File: config.mk
export PLATFORM = sky130hd
export DESIGN_NAME = motion_hysteresis_stop_detector
export DESIGN_NICKNAME = d
export VERILOG_FILES = /design/src/rtl/core/hsd_pkg.sv /design/src/rtl/core/hsd_mul.sv /design/src/rtl/core/hsd_win_mem.sv /design/src/rtl/core/motion_hysteresis_stop_detector.sv
export SDC_FILE = /design/constraint.sdc
export NUM_CORES = 2
export LEC_CHECK = 0
export BUFFER_PORTS_ARGS = -buffer_cell sky130_fd_sc_hd__buf_2
export CORE_MARGIN = 2
export CORE_UTILIZATION = 49
export CTS_CLUSTER_DIAMETER = 80
export CTS_CLUSTER_SIZE = 24
export DETAILED_ROUTE_END_ITERATION = 8
export PLACE_DENSITY = 0.67
export SETUP_SLACK_MARGIN = 0.1
export SLEW_MARGIN = 20
export SYNTH_ARGS = -nofsm -noshare
export SYNTH_HDL_FRONTEND = slang
export SYNTH_HIERARCHICAL = 1
export SYNTH_SLANG_ARGS = --single-unit
File: constraint.sdc
create_clock -name clk -period 6.9 [get_ports clk]
set_input_delay 0.345 -clock clk [delete_from_list [all_inputs] [get_ports clk]]
set_output_delay 0.345 -clock clk [all_outputs]
set_load 0.02 [all_outputs]
File: src/rtl/core/hsd_pkg.sv
// Shared types and constants of the motion hysteresis and stop detector.
`default_nettype none
package hsd_pkg;

	localparam int SPEED_W  = 24;
	localparam int SCALE_W  = 12;
	localparam int HOLD_W   = 16;
	localparam int COUNT_W  = 8;
	localparam int AGE_W    = 32;
	localparam int DROP_W   = 9;
	localparam int WLEN_W   = 5;
	localparam int CMD_W    = 2;
	localparam int PROD_W   = SPEED_W + SCALE_W;
	localparam int CFG_IDX_W  = 3;
	localparam int CFG_DATA_W = 24;
	localparam int IN_DATA_W  = 56;
	localparam int OUT_DATA_W = 40;

	localparam logic [SCALE_W-1:0] SCALE_ONE = SCALE_W'(256);
	localparam logic [SPEED_W-1:0] SPEED_ONE = SPEED_W'(256);

	typedef enum logic [CMD_W-1:0] {
		CMD_UPDATE     = 2'd0,
		CMD_STOP_CHECK = 2'd1,
		CMD_RAISE      = 2'd2,
		CMD_SOFT_RESET = 2'd3
	} cmd_t;

	localparam logic [CFG_IDX_W-1:0] REG_ENTER    = 3'd0;
	localparam logic [CFG_IDX_W-1:0] REG_EXIT     = 3'd1;
	localparam logic [CFG_IDX_W-1:0] REG_MIN      = 3'd2;
	localparam logic [CFG_IDX_W-1:0] REG_WLEN     = 3'd3;
	localparam logic [CFG_IDX_W-1:0] REG_DROP     = 3'd4;
	localparam logic [CFG_IDX_W-1:0] REG_COOLDOWN = 3'd5;

	typedef enum logic [4:0] {
		ST_IDLE = 5'b00001,
		ST_EXEC = 5'b00010,
		ST_UPD  = 5'b00100,
		ST_SCAN = 5'b01000,
		ST_DONE = 5'b10000
	} state_t;

endpackage
`default_nettype wire

File: src/rtl/core/hsd_mul.sv
// Shared registered multiplier for the exit threshold scale and the drop fraction.
`default_nettype none
module hsd_mul
	import hsd_pkg::*;
(
	input  wire logic              clk,
	input  wire logic [SPEED_W-1:0] a,
	input  wire logic [SCALE_W-1:0] b,
	output logic      [PROD_W-1:0]  prod_q
);

	always_ff @(posedge clk) begin
		prod_q <= PROD_W'(a) * PROD_W'(b);
	end

endmodule
`default_nettype wire

File: src/rtl/core/hsd_win_mem.sv
// Speed window memory: one write port, one registered read port.
`default_nettype none
module hsd_win_mem
	import hsd_pkg::*;
#(
	parameter int DEPTH = 16
) (
	input  wire logic                     clk,
	input  wire logic                     we,
	input  wire logic [$clog2(DEPTH)-1:0] waddr,
	input  wire logic [SPEED_W-1:0]       wdata,
	input  wire logic                     re,
	input  wire logic [$clog2(DEPTH)-1:0] raddr,
	output logic      [SPEED_W-1:0]       rdata
);

	logic [SPEED_W-1:0] mem_q [DEPTH];

	always_ff @(posedge clk) begin
		if (we) begin
			mem_q[waddr] <= wdata;
		end
		if (re) begin
			rdata <= mem_q[raddr];
		end
	end

endmodule
`default_nettype wire

File: src/rtl/core/motion_hysteresis_stop_detector.sv
// Top level: still/moving classifier with hysteresis and sudden-stop window check.
`default_nettype none
// One item at a time. An update passes the execute state (operand select, one pass through
// the shared multiplier), the update state (hysteresis compare) and the done state (output
// load); raise and soft reset go from execute straight to done. A stop check that scans
// reads the effective window length of entries from the window memory, one per cycle, and
// each step goes through the same multiplier and one compare. A check during cooldown, one
// that leaves the window short, or one on a single-entry window goes from execute straight
// to done. A finished result waits in the output register and the next item can be accepted
// meanwhile; its result is held until the output register drains. No clearing pass follows reset.
module motion_hysteresis_stop_detector
	import hsd_pkg::*;
#(
	parameter int WINDOW_MAX = 16
) (
	input  wire logic                  clk,
	input  wire logic                  arst_n,
	input  wire logic                  s_tvalid,
	output logic                       s_tready,
	input  wire logic [IN_DATA_W-1:0]  s_tdata,   // speed, multiplier, hold_frames, zero fill
	input  wire logic [CMD_W-1:0]      s_tuser,   // command
	output logic                       m_tvalid,
	input  wire logic                  m_tready,
	output logic      [OUT_DATA_W-1:0] m_tdata,   // moving, stop_seen, frames_in_state, zero fill
	input  wire logic                  cfg_we,
	input  wire logic [CFG_IDX_W-1:0]  cfg_index,
	input  wire logic [CFG_DATA_W-1:0] cfg_data
);

	localparam int AW = $clog2(WINDOW_MAX);
	localparam int CW = $clog2(WINDOW_MAX + 1);

	// configuration
	logic [SPEED_W-1:0] enter_q;
	logic [SPEED_W-1:0] exit_q;
	logic [COUNT_W-1:0] minf_q;
	logic [WLEN_W-1:0]  wlen_q;
	logic [DROP_W-1:0]  drop_q;
	logic [HOLD_W-1:0]  cool_cfg_q;

	// latched item
	cmd_t               cmd_q;
	logic [SPEED_W-1:0] speed_q;
	logic [SCALE_W-1:0] mult_q;
	logic [HOLD_W-1:0]  hold_q;

	// detector state
	state_t             st_q;
	logic               motion_q;
	logic [COUNT_W-1:0] qc_q;
	logic [AGE_W-1:0]   age_q;
	logic [SCALE_W-1:0] scale_q;
	logic [HOLD_W-1:0]  tcount_q;
	logic [HOLD_W-1:0]  cool_q;
	logic [CW-1:0]      fill_q;
	logic [AW-1:0]      wp_q;
	logic               stop_q;

	// scan
	logic [AW-1:0]      rp_q;
	logic [CW-1:0]      iss_q;
	logic [CW-1:0]      got_q;
	logic               rd_vld_s1;
	logic [SPEED_W-1:0] prev_q;
	logic               fail_q;

	// output register
	logic               m_valid_q;
	logic               out_moving_q;
	logic               out_stop_q;
	logic [AGE_W-1:0]   out_age_q;

	logic [SPEED_W-1:0] mul_a;
	logic [SCALE_W-1:0] mul_b;
	logic [PROD_W-1:0]  prod_q;
	logic               mem_we;
	logic               mem_re;
	logic [SPEED_W-1:0] rdata;

	logic [CW-1:0]      len_eff;
	logic [CW:0]        fill_sum;
	logic [CW-1:0]      fill_nx;
	logic [AW-1:0]      wp_nx;
	logic [CW:0]        start_wrap;
	logic [AW-1:0]      start_ptr;
	logic               qual;
	logic [COUNT_W-1:0] qc_sat;
	logic               flip;
	logic [PROD_W-1:0]  step_lhs;
	logic [PROD_W-1:0]  step_rhs;
	logic               fail_now;
	logic               scan_last;
	logic               in_acc;
	logic               out_free;
	logic               out_load;

	assign s_tready = (st_q == ST_IDLE);
	assign in_acc   = s_tvalid && s_tready;
	assign m_tvalid = m_valid_q;
	assign out_free = !m_valid_q || m_tready;
	assign out_load = (st_q == ST_DONE) && out_free;
	assign m_tdata  = {(OUT_DATA_W - AGE_W - 2)'(0), out_age_q, out_stop_q, out_moving_q};

	always_comb begin
		if (wlen_q == '0) begin
			len_eff = CW'(1);
		end else if (32'(wlen_q) > WINDOW_MAX) begin
			len_eff = CW'(WINDOW_MAX);
		end else begin
			len_eff = CW'(wlen_q);
		end
	end

	// window bookkeeping for a push
	always_comb begin
		fill_sum = (CW+1)'(fill_q) + (CW+1)'(1);
		fill_nx  = (fill_sum > (CW+1)'(len_eff)) ? len_eff : fill_sum[CW-1:0];
		wp_nx    = (32'(wp_q) == WINDOW_MAX - 1) ? '0 : wp_q + AW'(1);
		start_wrap = (CW+1)'(wp_nx) + (CW+1)'(WINDOW_MAX) - (CW+1)'(len_eff);
		if ((CW+1)'(wp_nx) >= (CW+1)'(len_eff)) begin
			start_ptr = AW'((CW+1)'(wp_nx) - (CW+1)'(len_eff));
		end else begin
			start_ptr = AW'(start_wrap);
		end
	end

	// shared multiplier operands
	always_comb begin
		if (st_q == ST_SCAN) begin
			mul_a = rdata;
			mul_b = SCALE_W'(drop_q);
		end else begin
			mul_a = exit_q;
			mul_b = scale_q;
		end
	end

	assign mem_we = (st_q == ST_EXEC) && (cmd_q == CMD_STOP_CHECK) && (cool_q == '0);
	assign mem_re = (st_q == ST_SCAN) && (iss_q < len_eff);

	// hysteresis compare and counter
	always_comb begin
		if (motion_q) begin
			qual = (PROD_W'(speed_q) << 8) < prod_q;
		end else begin
			qual = speed_q > enter_q;
		end
		qc_sat = (qc_q == '1) ? qc_q : qc_q + COUNT_W'(1);
		flip   = qual && (qc_sat >= minf_q);
	end

	// drop step compare: prod_q holds drop_fraction * prev_q
	always_comb begin
		step_lhs  = PROD_W'(prev_q) << 8;
		step_rhs  = prod_q + (PROD_W'(rdata) << 8);
		fail_now  = (prev_q < SPEED_ONE) || (step_lhs < step_rhs);
		scan_last = rd_vld_s1 && (got_q == len_eff - CW'(1));
	end

	hsd_mul u_mul (
		.clk    (clk),
		.a      (mul_a),
		.b      (mul_b),
		.prod_q (prod_q)
	);

	hsd_win_mem #(
		.DEPTH (WINDOW_MAX)
	) u_win (
		.clk   (clk),
		.we    (mem_we),
		.waddr (wp_q),
		.wdata (speed_q),
		.re    (mem_re),
		.raddr (rp_q),
		.rdata (rdata)
	);

	always_ff @(posedge clk or negedge arst_n) begin
		if (!arst_n) begin
			enter_q    <= '0;
			exit_q     <= '0;
			minf_q     <= COUNT_W'(1);
			wlen_q     <= WLEN_W'(3);
			drop_q     <= DROP_W'(77);
			cool_cfg_q <= '0;
		end else if (cfg_we) begin
			case (cfg_index)
				REG_ENTER:    enter_q    <= cfg_data[SPEED_W-1:0];
				REG_EXIT:     exit_q     <= cfg_data[SPEED_W-1:0];
				REG_MIN:      minf_q     <= cfg_data[COUNT_W-1:0];
				REG_WLEN:     wlen_q     <= cfg_data[WLEN_W-1:0];
				REG_DROP:     drop_q     <= cfg_data[DROP_W-1:0];
				REG_COOLDOWN: cool_cfg_q <= cfg_data[HOLD_W-1:0];
				default: ;
			endcase
		end
	end

	always_ff @(posedge clk) begin
		if (in_acc) begin
			cmd_q   <= cmd_t'(s_tuser);
			speed_q <= s_tdata[SPEED_W-1:0];
			mult_q  <= s_tdata[SPEED_W +: SCALE_W];
			hold_q  <= s_tdata[SPEED_W + SCALE_W +: HOLD_W];
		end
		if (st_q == ST_SCAN && rd_vld_s1) begin
			prev_q <= rdata;
		end
	end

	always_ff @(posedge clk or negedge arst_n) begin
		if (!arst_n) begin
			st_q         <= ST_IDLE;
			motion_q     <= 1'b0;
			qc_q         <= '0;
			age_q        <= '0;
			scale_q      <= SCALE_ONE;
			tcount_q     <= '0;
			cool_q       <= '0;
			fill_q       <= '0;
			wp_q         <= '0;
			stop_q       <= 1'b0;
			rp_q         <= '0;
			iss_q        <= '0;
			got_q        <= '0;
			rd_vld_s1    <= 1'b0;
			fail_q       <= 1'b0;
			m_valid_q    <= 1'b0;
			out_moving_q <= 1'b0;
			out_stop_q   <= 1'b0;
			out_age_q    <= '0;
		end else begin
			if (out_load) begin
				m_valid_q <= 1'b1;
			end else if (m_tready) begin
				m_valid_q <= 1'b0;
			end
			rd_vld_s1 <= mem_re;
			case (st_q)
				ST_IDLE: begin
					if (in_acc) begin
						stop_q <= 1'b0;
						st_q   <= ST_EXEC;
					end
				end
				ST_EXEC: begin
					case (cmd_q)
						CMD_UPDATE: begin
							st_q <= ST_UPD;
						end
						CMD_STOP_CHECK: begin
							if (cool_q == '0) begin
								wp_q <= wp_nx;
								if (fill_nx < len_eff) begin
									fill_q <= fill_nx;
									st_q   <= ST_DONE;
								end else if (len_eff == CW'(1)) begin
									// single-entry window flags at once
									fill_q <= '0;
									cool_q <= cool_cfg_q;
									stop_q <= 1'b1;
									st_q   <= ST_DONE;
								end else begin
									fill_q <= fill_nx;
									rp_q   <= start_ptr;
									iss_q  <= '0;
									got_q  <= '0;
									fail_q <= 1'b0;
									st_q   <= ST_SCAN;
								end
							end else begin
								st_q <= ST_DONE;
							end
						end
						CMD_RAISE: begin
							scale_q  <= mult_q;
							tcount_q <= hold_q;
							st_q     <= ST_DONE;
						end
						CMD_SOFT_RESET: begin
							motion_q <= 1'b0;
							qc_q     <= '0;
							age_q    <= '0;
							scale_q  <= SCALE_ONE;
							tcount_q <= '0;
							cool_q   <= '0;
							fill_q   <= '0;
							wp_q     <= '0;
							st_q     <= ST_DONE;
						end
						default: begin
							st_q <= ST_DONE;
						end
					endcase
				end
				ST_UPD: begin
					if (flip) begin
						motion_q <= !motion_q;
						qc_q     <= '0;
						age_q    <= '0;
					end else begin
						qc_q <= qual ? qc_sat : '0;
						if (age_q != '1) begin
							age_q <= age_q + AGE_W'(1);
						end
					end
					if (tcount_q != '0) begin
						tcount_q <= tcount_q - HOLD_W'(1);
						if (tcount_q == HOLD_W'(1)) begin
							scale_q <= SCALE_ONE;
						end
					end
					if (cool_q != '0) begin
						cool_q <= cool_q - HOLD_W'(1);
					end
					st_q <= ST_DONE;
				end
				ST_SCAN: begin
					// advance the read pointer one entry per cycle
					if (mem_re) begin
						iss_q <= iss_q + CW'(1);
						rp_q  <= (32'(rp_q) == WINDOW_MAX - 1) ? '0 : rp_q + AW'(1);
					end
					if (rd_vld_s1) begin
						got_q <= got_q + CW'(1);
						if (got_q != '0 && fail_now) begin
							fail_q <= 1'b1;
						end
					end
					if (scan_last) begin
						if (!fail_q && !fail_now) begin
							fill_q <= '0;
							cool_q <= cool_cfg_q;
							stop_q <= 1'b1;
						end
						st_q <= ST_DONE;
					end
				end
				ST_DONE: begin
					// hold until the output register is free
					if (out_load) begin
						out_moving_q <= motion_q;
						out_stop_q   <= stop_q;
						out_age_q    <= age_q;
						st_q         <= ST_IDLE;
					end
				end
				default: begin
					st_q <= ST_IDLE;
				end
			endcase
		end
	end

endmodule
`default_nettype wire

==> metrics.txt <==
status finished clean; drt total wl 101000 um; Mapped Area 42700 um2; Unique masters post-synth 96; Synth top area share 34.2%; prevailing post-synth register cell edfxtp_1; worst min path class in -> reg; Critical Path AT 7040 ps; met2 routed WL 47800 um; CTS tree done; Synth async-reset ratio 31.2%; register area share after synthesis 49.8%; Post-route DRC 0; clk_lat worst skew 640 ps; r2r endpoint u_mul/prod_q[31]$_DFF_P_; fin nets 4219; Reg area 21300 um2; DRT Pass-1 Iters 5; CTS H-Tree Depth 2; gr ovfl total 0; pin count of the biggest net entering global routing 110; Worst-path clk slew 90 ps; antenna-violating nets left 0; Via density 5.71; yosys warns 6; Worst R2R Setup Slack 350 ps; Setup TNS 0 ps; final hold violations 0; Period minus WS final 6550 ps; period utilisation layout 95.0%; met1 wire length 44300 um; Setup Skew 49.4 ps; final core occ 54.3%; core area 86600 um2; Hold EP enter_q[18]$_DFFE_PN0P_; MaxCap Viol Count 0; Max Freq 153 MHz; Syn-to-layout area delta 10.3%; footprint of the multi-input gates 19700 um2; Worst Path Required 7390 ps; setup violators final 0; hpwl dp 70700 um; Hold Crit Depth 3; Starting Density 49.3%; uppermost layer routed met5; syn avg cell area 12.1 um2; Yosys reg bits 759; WL met3 6890 um; Setup Crit Path Kind reg -> reg; cell accounting for the most synthesized area edfxtp_1; first-pass GRT wire length 159000 um; Hold Startpoint cfg_data[18]; R2R cell count 26; Critical Path Fanout Max 15; clock sink count 759; IO Port Bufs 121; WL/cell 20.7 um; reg2reg start st_q[1]$_DFFE_PN0P_; I/O pin count 132; layout cell share with drive strength beyond 1 15.2%; 1st-iter DRT viols 2510; Max-slew headroom 34.5%; CTS Root Cell clkbuf_16; die span in x 299 um; top cells by area, synth edfxtp_1, dfrtp_1, fa_1; Least-Margin Pin Slew 977 ps; via count 27900; endpoint class of the critical path register; clock buffer depth 3; RSZ-0062 raised after global routing false; CP startpoint kind register; Num CTS Buffers 40; die footprint 89500 um2; Fillers 7251; initial antenna violation count 4; cells after synthesis 3536; number of synthesized flops with an enable pin 486; max-slew violations 0; Die Y 299 um; gpl congestion 0.866; Site Rows 108; total track usage 22.8%; vias in the first global route 27900
## final cells by class
class | count | share of cell area, %
multi-input cells | 2273 | 41.8
inverters | 345 | 2.75
well taps | 1155 | 3.07
flip-flops and latches | 759 | 45.2
repair buffers | 280 | 4.42
diodes | 1 | 0.00532
clock inverters | 10 | 0.388
clock buffers | 57 | 2.35
## cells in the final DEF, fill, tap and decap left out, types with 38 or more instances in the layout
cell           netlist  routed
ha_1               208     205
buf_4                8      91
clkbuf_16            0      42
a21oi_1            134     130
edfxtp_1           486     486
mux4_2              96      96
fa_1               222     222
nand3_1             62      62
nor2_1             124     111
dlygate4sd3_1        0      56
o21ai_0            140     139
dfrtp_1            228     226
inv_1              345     344
nand2_1            505     493
a21o_1              61      61
a22oi_1             65      65
and2_1             100      97
xnor2_1             38      38
mux2_2              92      92
buf_2               23     121
## cell usage after synthesis, drive strengths merged, types with 65 or more instances
library cell and number:
inv 345, a22oi 65, a21oi 135, and2 100
clkbuf 122, dfrtp 228, fa 222, nor2 125
nand2 505, ha 208, mux2 93, o21ai 152
mux4 96, edfxtp 486
## routing by layer
metal  vias to the layer above  GRT usage [%]
met5                         -              0
met2                       914           36.7
met4                         2           5.29
li1                      12800              -
met3                       123           3.23
met1                     14000           32.9
## per-stage QoR
stage          std cells  worst slack (ps)  cell area, um2  hold slack [ps]
2_1_floorplan       3541               138           42700             49.4
3_3_place_gp        4750               257           45100              454
3_5_place_dp        4750               247           45100              467
4_1_cts             4873               230           46900             2.50
5_1_grt             4879              88.2           47100             18.7
6_report            4880               346           47100             20.6
## flip-flops by register name, summed over array words and instances, names as in the netlist, 12 cells and up
| name | count |
|---|---|
| tcount_q | 16 |
| out_age_q | 32 |
| speed_q | 24 |
| age_q | 32 |
| mult_q | 12 |
| hold_q | 16 |
| enter_q | 24 |
| exit_q | 24 |
| prev_q | 24 |
| cool_q | 16 |
| u_win/mem_q | 384 |
| u_win/rdata | 24 |
| u_mul/prod_q | 36 |
| cool_cfg_q | 16 |
| scale_q | 12 |
## cells by family after synthesis
| group | synth area share [%] |
|---|---|
| DFF | 49.8 |
| AOI/OAI and AO/OA | 9.22 |
| buffers and inverters | 4.74 |
| other | 0.00878 |
| adders and majority gates | 16.5 |
| xor gates and xnor gates | 1.42 |
| and+or+nand+nor | 10.6 |
| muxes | 7.67 |
## how the worst max path moves through the flow
stage	startpoint	to	slack, ps	cells after the start
floorplan	st_q[1]$_DFFE_PN0P_	u_mul/prod_q[33]$_DFF_P_	140	24
global placement	st_q[1]$_DFFE_PN0P_	u_mul/prod_q[31]$_DFF_P_	260	23
detailed placement	st_q[1]$_DFFE_PN0P_	u_mul/prod_q[33]$_DFF_P_	250	23
CTS	st_q[1]$_DFFE_PN0P_	u_mul/prod_q[30]$_DFF_P_	230	21
global route	st_q[1]$_DFFE_PN0P_	u_mul/prod_q[34]$_DFF_P_	90	24
finish	st_q[1]$_DFFE_PN0P_	u_mul/prod_q[31]$_DFF_P_	350	26
## worst max-delay path, cell delays in order (launching register included)
cell and delay, ps:
dfrtp_1 430, or3_4 420, nor3b_4 200, buf_4 150
buf_4 120, clkbuf_16 180, nand2_1 60, nand2_1 60
buf_4 190, nand2_1 100, fa_1 540, inv_1 50
fa_1 500, inv_1 50, fa_1 470, fa_1 550
fa_1 560, inv_1 60, ha_1 320, a21oi_1 180
o22ai_1 130, a2111oi_2 380, o41ai_2 150, buf_4 180
a21oi_4 150, o21bai_1 100, xnor2_1 130
## repair_timing
| item | 4_1_cts | 5_1_grt |
|---|---|---|
| resized for setup | 0 | 26 |
| hold buffers | 56 | 0 |
| setup endpoints to repair | 0 | 10 |
| endpoints found under the hold margin | 159 | 0 |
| buffers inserted | 0 | 4 |
Power is not shown: default switching activity piles up to over one toggle a cycle in this logic, so the estimate is an artifact.
